--- config.mk ---
export PLATFORM = sky130hd
export DESIGN_NAME = status_led_pattern_sequencer_core
export DESIGN_NICKNAME = d
export VERILOG_FILES = /design/src/hdl/slps_pkg.sv /design/src/hdl/status_led_pattern_sequencer_core.sv
export SDC_FILE = /design/constraint.sdc
export NUM_CORES = 1
export LEC_CHECK = 0
export BUFFER_PORTS_ARGS = -buffer_cell sky130_fd_sc_hd__clkbuf_2
export CAP_MARGIN = 0
export CORE_ASPECT_RATIO = 0.7
export CORE_MARGIN = 2
export CORE_UTILIZATION = 25
export DETAILED_ROUTE_END_ITERATION = 16
export GPL_TIMING_DRIVEN = 0
export HOLD_SLACK_MARGIN = 0.15
export SETUP_SLACK_MARGIN = 0.5
export SYNTH_ARGS = -nofsm -noshare
export SYNTH_HDL_FRONTEND = slang
export SYNTH_SLANG_ARGS = --single-unit
--- constraint.sdc ---
create_clock -name clk_i -period 3.1 [get_ports clk_i]
set_input_delay 0 -clock clk_i [delete_from_list [all_inputs] [get_ports clk_i]]
set_output_delay 0 -clock clk_i [all_outputs]
set_load 0.02 [all_outputs]
--- src/hdl/slps_pkg.sv ---
// Package for the status LED pattern sequencer: register indexes, mode codes,
// result beat type and the per-mode pattern tables.
// No dependencies.
package slps_pkg;

  localparam int unsigned PeriodWidth = 16;
  localparam int unsigned ModeWidth   = 3;
  localparam int unsigned CfgIdxWidth = 2;
  localparam int unsigned CfgWidth    = 16;
  // Widest mode pattern; the user keeps the phase register no narrower, unenforced.
  localparam int unsigned PatWidth    = 12;

  typedef enum logic [CfgIdxWidth-1:0] {
    REG_PERIOD  = 2'd0,
    REG_RED     = 2'd1,
    REG_GREEN   = 2'd2,
    REG_BICOLOR = 2'd3
  } cfg_reg_e;

  typedef enum logic [ModeWidth-1:0] {
    MODE_OFF    = 3'd0,
    MODE_ON     = 3'd1,
    MODE_BLINK  = 3'd2,
    MODE_SINGLE = 3'd3,
    MODE_DOUBLE = 3'd4,
    MODE_TRIPLE = 3'd5,
    MODE_QUAD   = 3'd6
  } mode_e;

  typedef struct packed {
    logic red_led;
    logic green_led;
    logic stepped;
  } result_t;

  // Shift mask of a mode; code 7 behaves as off.
  function automatic logic [PatWidth-1:0] mode_mask(logic [ModeWidth-1:0] mode);
    logic [PatWidth-1:0] m;
    case (mode)
      MODE_ON:     m = 12'h001;
      MODE_BLINK:  m = 12'h003;
      MODE_SINGLE: m = 12'h03F;
      MODE_DOUBLE: m = 12'h0FF;
      MODE_TRIPLE: m = 12'h3FF;
      MODE_QUAD:   m = 12'hFFF;
      default:     m = 12'h001;
    endcase
    return m;
  endfunction

  // On-pattern of a mode; green blink runs in the other phase.
  function automatic logic [PatWidth-1:0] mode_on(logic [ModeWidth-1:0] mode,
                                                  logic is_green);
    logic [PatWidth-1:0] p;
    case (mode)
      MODE_ON:     p = 12'h001;
      MODE_BLINK:  p = is_green ? 12'h002 : 12'h001;
      MODE_SINGLE: p = 12'h001;
      MODE_DOUBLE: p = 12'h005;
      MODE_TRIPLE: p = 12'h015;
      MODE_QUAD:   p = 12'h055;
      default:     p = 12'h000;
    endcase
    return p;
  endfunction

endpackage

--- src/hdl/status_led_pattern_sequencer_core.sv ---
// Status LED pattern sequencer: tick counter, phase registers, LED levels and
// a two-entry output buffer. Depends on slps_pkg.
//
// Usage: every input beat carries one tick_i bit (1 = one timer tick passed).
// Every input beat yields exactly one output beat with the red and green LED
// levels held after that tick and a stepped flag set when the tick advanced
// the pattern. A period of zero freezes the pattern.
// Configuration: cfg_we_i writes cfg_wdata_i into register cfg_index_i
// (0 period, 1 red mode, 2 green mode, 3 bicolor wiring) at the clock edge,
// no wait, no read-back. Write only while the block is idle.
// An accepted beat's result goes into the output register or the skid entry.
// Throughput: one beat per cycle while the skid entry is empty; the whole
// update is a decrement, a compare and a one-bit shift of each phase register
// between the input edge and the result register.
// Stall: an output register plus one skid entry; the input side keeps taking
// beats while one result waits, and in_ready_o drops only when both hold.
// Reset: rst_ni clears registers to zero, phases to one, LEDs off, buffer empty.
module status_led_pattern_sequencer_core
  import slps_pkg::*;
#(
  parameter int unsigned PHASE_WIDTH = 12
) (
  input  logic                   clk_i,
  input  logic                   rst_ni,
  // configuration write port
  input  logic                   cfg_we_i,
  input  logic [CfgIdxWidth-1:0] cfg_index_i,
  input  logic [CfgWidth-1:0]    cfg_wdata_i,
  // tick beats in
  input  logic                   in_valid_i,
  output logic                   in_ready_o,
  input  logic                   tick_i,
  // LED beats out
  output logic                   out_valid_o,
  input  logic                   out_ready_i,
  output logic                   red_led_o,
  output logic                   green_led_o,
  output logic                   stepped_o
);

  localparam logic [PHASE_WIDTH-1:0] PhaseOne = PHASE_WIDTH'(1);

  // Configuration registers
  logic [PeriodWidth-1:0] period_q;
  logic [ModeWidth-1:0]   red_mode_q, green_mode_q;
  logic                   bicolor_q;

  always_ff @(posedge clk_i or negedge rst_ni) begin
    if (!rst_ni) begin
      period_q     <= '0;
      red_mode_q   <= MODE_OFF;
      green_mode_q <= MODE_OFF;
      bicolor_q    <= 1'b0;
    end else if (cfg_we_i) begin
      case (cfg_index_i)
        REG_PERIOD:  period_q     <= cfg_wdata_i[PeriodWidth-1:0];
        REG_RED:     red_mode_q   <= cfg_wdata_i[ModeWidth-1:0];
        REG_GREEN:   green_mode_q <= cfg_wdata_i[ModeWidth-1:0];
        REG_BICOLOR: bicolor_q    <= cfg_wdata_i[0];
        default: ;
      endcase
    end
  end

  // Sequencer state
  logic [PeriodWidth-1:0] cnt_q, cnt_d;
  logic [PHASE_WIDTH-1:0] red_pos_q, red_pos_d, green_pos_q, green_pos_d;
  logic                   red_lvl_q, red_lvl_d, green_lvl_q, green_lvl_d;

  logic                   accept;
  logic                   run, step;
  logic [PHASE_WIDTH-1:0] red_wrap, red_on, green_wrap, green_on;
  logic [PHASE_WIDTH-1:0] red_shift, green_shift;
  logic                   red_bit, green_bit;
  result_t                result;

  assign accept = in_valid_i & in_ready_o;

  always_comb begin
    red_wrap   = PHASE_WIDTH'(mode_mask(red_mode_q));
    red_on     = PHASE_WIDTH'(mode_on(red_mode_q, 1'b0));
    green_wrap = PHASE_WIDTH'(mode_mask(green_mode_q));
    green_on   = PHASE_WIDTH'(mode_on(green_mode_q, 1'b1));

    run  = tick_i & (period_q != '0);
    // countdown at zero or one: step now and reload
    step = run & (cnt_q[PeriodWidth-1:1] == '0);

    red_bit   = |(red_pos_q & red_on);
    green_bit = |(green_pos_q & green_on);

    red_shift   = (red_pos_q << 1) & red_wrap;
    green_shift = (green_pos_q << 1) & green_wrap;

    cnt_d       = cnt_q;
    red_pos_d   = red_pos_q;
    green_pos_d = green_pos_q;
    red_lvl_d   = red_lvl_q;
    green_lvl_d = green_lvl_q;

    if (step) begin
      cnt_d       = period_q;
      red_pos_d   = (red_shift == '0) ? PhaseOne : red_shift;
      green_pos_d = (green_shift == '0) ? PhaseOne : green_shift;
      // bicolor: a lit red bit wins over green
      if (bicolor_q && red_bit) begin
        red_lvl_d   = 1'b1;
        green_lvl_d = 1'b0;
      end else begin
        red_lvl_d   = red_bit;
        green_lvl_d = green_bit;
      end
    end else if (run) begin
      cnt_d = cnt_q - PeriodWidth'(1);
    end

    result.red_led   = red_lvl_d;
    result.green_led = green_lvl_d;
    result.stepped   = step;
  end

  always_ff @(posedge clk_i or negedge rst_ni) begin
    if (!rst_ni) begin
      cnt_q       <= '0;
      red_pos_q   <= PhaseOne;
      green_pos_q <= PhaseOne;
      red_lvl_q   <= 1'b0;
      green_lvl_q <= 1'b0;
    end else if (accept) begin
      cnt_q       <= cnt_d;
      red_pos_q   <= red_pos_d;
      green_pos_q <= green_pos_d;
      red_lvl_q   <= red_lvl_d;
      green_lvl_q <= green_lvl_d;
    end
  end

  // Output register with one skid entry behind it
  logic    out_valid_q, skid_valid_q;
  result_t out_q, skid_q;
  logic    pop;

  assign pop        = out_valid_q & out_ready_i;
  assign in_ready_o = ~skid_valid_q;

  always_ff @(posedge clk_i or negedge rst_ni) begin
    if (!rst_ni) begin
      out_valid_q  <= 1'b0;
      skid_valid_q <= 1'b0;
    end else if (skid_valid_q) begin
      if (pop) begin
        skid_valid_q <= 1'b0;
      end
    end else if (accept) begin
      if (out_valid_q && !out_ready_i) begin
        skid_valid_q <= 1'b1;
      end else begin
        out_valid_q <= 1'b1;
      end
    end else if (pop) begin
      out_valid_q <= 1'b0;
    end
  end

  // payload: no reset needed
  always_ff @(posedge clk_i) begin
    if (skid_valid_q) begin
      if (pop) begin
        out_q <= skid_q;
      end
    end else if (accept) begin
      if (out_valid_q && !out_ready_i) begin
        skid_q <= result;
      end else begin
        out_q <= result;
      end
    end
  end

  assign out_valid_o = out_valid_q;
  assign red_led_o   = out_q.red_led;
  assign green_led_o = out_q.green_led;
  assign stepped_o   = out_q.stepped;

endmodule

==> impl_summary.txt <==
----------------------------------------------------
[Yosys]
  Warnings, synthesis ... 0
  FF+latch count, synth ... just over 70
  Share of the yosys chip area belonging to registers ... 0.516
  Top_reg_cell synth ... sky130_fd_sc_hd__dfrtp_1
  Instance count of the mapped netlist ... around 360
  Count of distinct cell types in the synthesized netlist ... a little under 50
  Synthesized-area fraction occupied by xor and xnor cells ... 0.00749
  Combinational family with the most area after synthesis ... compound AO/OA/AOI/OAI gates
  Compound-cell area share of the yosys netlist ... 0.176
  Net count after synthesis ... about 380
  Summed instance area of the synthesized netlist ... ~3500 um2
  Multiplexer share of the synthesized area ... 0.0885
  Arithmetic-cell share of the synthesized area counting full adders, half adders and majority gates ... 0.00357
  Mean cell area of the mapped netlist ... slightly below 10 um2
  Simple-gate portion of the synthesized area ... 0.172
  Async set-reset flop share out of synthesis ... 0.915
  Count of flip-flops with a built-in enable after synthesis ... 6

[Finish]
  Area Overhead vs Synth ... 28.3%
  Count of inserted antenna diode cells ... 0
  Fraction of the core area covered by cells at the end of the flow ... 0.325
  Commonest non-fill, non-tap cell in the layout ... sky130_fd_sc_hd__dfrtp_1
  Share of cells above drive strength 1 ... 0.204
  Commonest non-fill, non-tap cells in the layout ... 63 x sky130_fd_sc_hd__dfrtp_1, 55 x sky130_fd_sc_hd__nand2_1, 41 x sky130_fd_sc_hd__o21ai_0
  Layout Cell Area excl Fill ... approximately 4500 um2
  Final Non-Filler Cells ... approximately 620
  Post-layout nets ... ~450

[Drt]
  Count of nets left with antenna violations after detail routing ... 0
  Starting DRC count in detailed routing ... 236
  First-pass iteration count of the detailed router ... 5
  Total wire length ... 8.45 mm
  Post-DR vias/cell ... between 4 and 5
  DRC Markers ... 0
  Wire length per cell ... approximately 14 um
  Count of vias placed by the detailed router ... roughly 3000

[Global route]
  Maximum number of pins on one net before global-route repair ... 45
  First-pass GRT wire length ... 14.3 mm
  Global-route layer with the greatest usage ... met2
  Met2 GRT Util ... 0.177
  GRT Residual Overflow ... 0
  GR Layer Usage met3 ... 0.0381
  Met1 capacity usage during global routing ... 0.165
  Total GRT Usage ... 0.119
  Number of antenna violations at the first check in global routing ... 0
  Vias in the first global route ... about 2800

[CTS]
  Clk root buf ... sky130_fd_sc_hd__clkbuf_16
  Post-CTS repair timing setup buffer count ... 0
  Clock-pin slew of the registers on the worst-case setup and hold paths ... around 0.070 ns
  Clock tree from TritonCTS ... built
  Number of clock buffers inserted by TritonCTS ... 9
  Insertion delay of the later-clocked pin in the worst-skew pair ... about 0.34 ns
  Buffers from clock root to sink, at most ... 2
  Count of H-tree levels built during CTS ... 3
  Clk sink count ... 71

[STA]
  Share of the clock period used by the worst path ... 0.754
  Worst Clk Skew ... 0.0135 ns
  Final hold violations ... 0
  Final Setup Violations ... 0
  Unrepaired setup endpoints after global routing ... no
  Number of pins exceeding their max-slew limit in the final report ... 0
  Final TNS setup ... 0 ns
  Minimum clock period after layout ... roughly 2.3 ns
  Post-Route Hold Slack ... between 0.15 and 0.2 ns
  Max-slew headroom at the worst pin ... 0.185
  Achievable Freq ... 428 MHz
  Transition time at the pin with the least slew margin ... 1.22 ns

[Outcome]
  Status ... complete, no violations

[Setup path]
  Setup Crit Path Kind ... flop to flop
  CP Capture Type ... flop
  Data required time at the worst endpoint ... roughly 3.3 ns
  Critical path peak fanout ... 10
  Worst EP arrival ... between 2 and 3 ns
  CP startpoint kind ... flop

[Die]
  Number of core rows ... 36
  Area of the die ... ~15000 um2
  Num ports ... 29
  Total core area ... between 10000 and 15000 um2
  Die Y-Extent ... 103 um
  Width of the die ... 146 um
  Effective utilization at floorplan ... 0.254

[Hold path]
  Path type of the worst min-delay path ... input port to async pin

[Pwr]
  Power per cell area ... roughly 730 nW/um2
  IR Drop Worst-Case VDD ... ~0.23 mV
  Total leakage power ... approximately 0.0019 uW

[Placement]
  Input/output buffers ... 28
  Placement-stage cell area ... between 3000 and 4000 um2
  Weighted congestion reported at the end of routability-driven placement ... between 0.8 and 0.9
  Number of cells after detailed placement ... ~580
  Detailed placer's ending HPWL ... 5.87 mm

[Job]
  Max-Cap Viols ... 0

----------------------------------------------------
[synth_stat cells, drive strengths merged (2+ instances only)]
master | number | area (um2)
a21o | 3 | 22.5
a21oi | 32 | 160
a2bb2oi | 2 | 17.5
a31oi | 2 | 12.5
and2 | 3 | 18.8
and3 | 2 | 12.5
buf | 7 | 41.3
clkbuf | 11 | 41.3
dfrtp | 63 | 1580
dfstp | 2 | 52.6
edfxtp | 6 | 180
inv | 12 | 45.0
mux2 | 26 | 300
nand2 | 55 | 206
nand3 | 13 | 77.6
nand3b | 2 | 15.0
nand4 | 6 | 37.5
nor2 | 11 | 41.3
nor2b | 2 | 12.5
nor3 | 5 | 36.3
nor3b | 3 | 22.5
nor4 | 10 | 75.1
o211ai | 4 | 30.0
o21ai | 41 | 205
o22ai | 4 | 25.0
o2bb2ai | 3 | 26.3
o31ai | 5 | 37.5
o32ai | 2 | 17.5
or2 | 2 | 12.5
or3 | 2 | 12.5
xor2 | 2 | 17.5
[worst max-delay path, cell delays in order, from the launching register on]
cell and delay (ns):
sky130_fd_sc_hd__dfrtp_1 0.44, sky130_fd_sc_hd__nor4_1 0.32, sky130_fd_sc_hd__nand4_1 0.34, sky130_fd_sc_hd__and3_1 0.29, sky130_fd_sc_hd__clkbuf_1 0.22, sky130_fd_sc_hd__clkbuf_1 0.30
sky130_fd_sc_hd__a21oi_1 0.22, sky130_fd_sc_hd__a21oi_1 0.06
[repair_timing]
action / CTS / global route
hold buffers: 26 / 0
endpoints found under the hold margin: 94 / 0
gates resized for setup: 0 / 0
[where the power goes]
part,switching (uW),internal (uW),leakage (uW)
combinational,456,339,0.000825
sequential,236,1160,0.000882
clock,426,681,0.000155
total,1120,2180,0.00186
[layout make-up]
type | instances | area, um2
fill | 1431 | 9330
sequential | 71 | 1810
multi-input combinational | 255 | 1570
timing repair buffer | 55 | 430
clock buffer | 10 | 250
tap | 190 | 238
buffer | 18 | 82.6
clock inverter | 6 | 72.6
inverter | 12 | 45.0
[cell families (layout without fill, tap and decap cells)]
family | after synthesis | after routing
AND/OR/NAND/NOR | 119 | 119
XOR/XNOR | 3 | 3
flip-flops | 71 | 71
buffers and inverters | 30 | 101
multiplexers | 27 | 27
AO/OA/AOI/OAI | 105 | 105
adder cells (fa/ha/maj) | 1 | 1
[sequential cells by signal (all words and copies together) (netlist names), 3 cells and up]
register / cells
red_mode_q: 3
period_q: 16
skid_q: 3
green_mode_q: 3
green_pos_q: 11
red_pos_q: 11
cnt_q: 16
[final timing paths]
path	start	to	slack, ns	cells after the start
max in group asynchronous	rst_ni	cnt_q[3]	1.57	3
setup reg to reg	period_q[9]	cnt_q[14]	0.76	7
hold reg to reg	green_pos_q[10]	green_pos_q[10]	0.48	2
hold / removal	rst_ni	cnt_q[9]	0.20	3
min in group clk_i	cfg_wdata_i[13]	period_q[13]	0.43	3
setup / recovery	period_q[9]	cnt_q[14]	0.76	7
[layer usage]
layer  vias up  part of all wire
li1       1438                 -
met1      1411              0.50
met2        90              0.43
met3        12             0.054
met4         0             0.013
met5         -                 0
[per-stage QoR]
| step | total power [uW] | setup slack (ns) |
|---|---|---|
| floorplan | 1910 | 1.02 |
| global placement | 2120 | 0.812 |
| detailed placement | 2150 | 0.796 |
| CTS | 3310 | 0.799 |
| global route | 3510 | 0.577 |
| finish | 3300 | 0.762 |
Note: power is estimated with default switching activity, not from simulation.
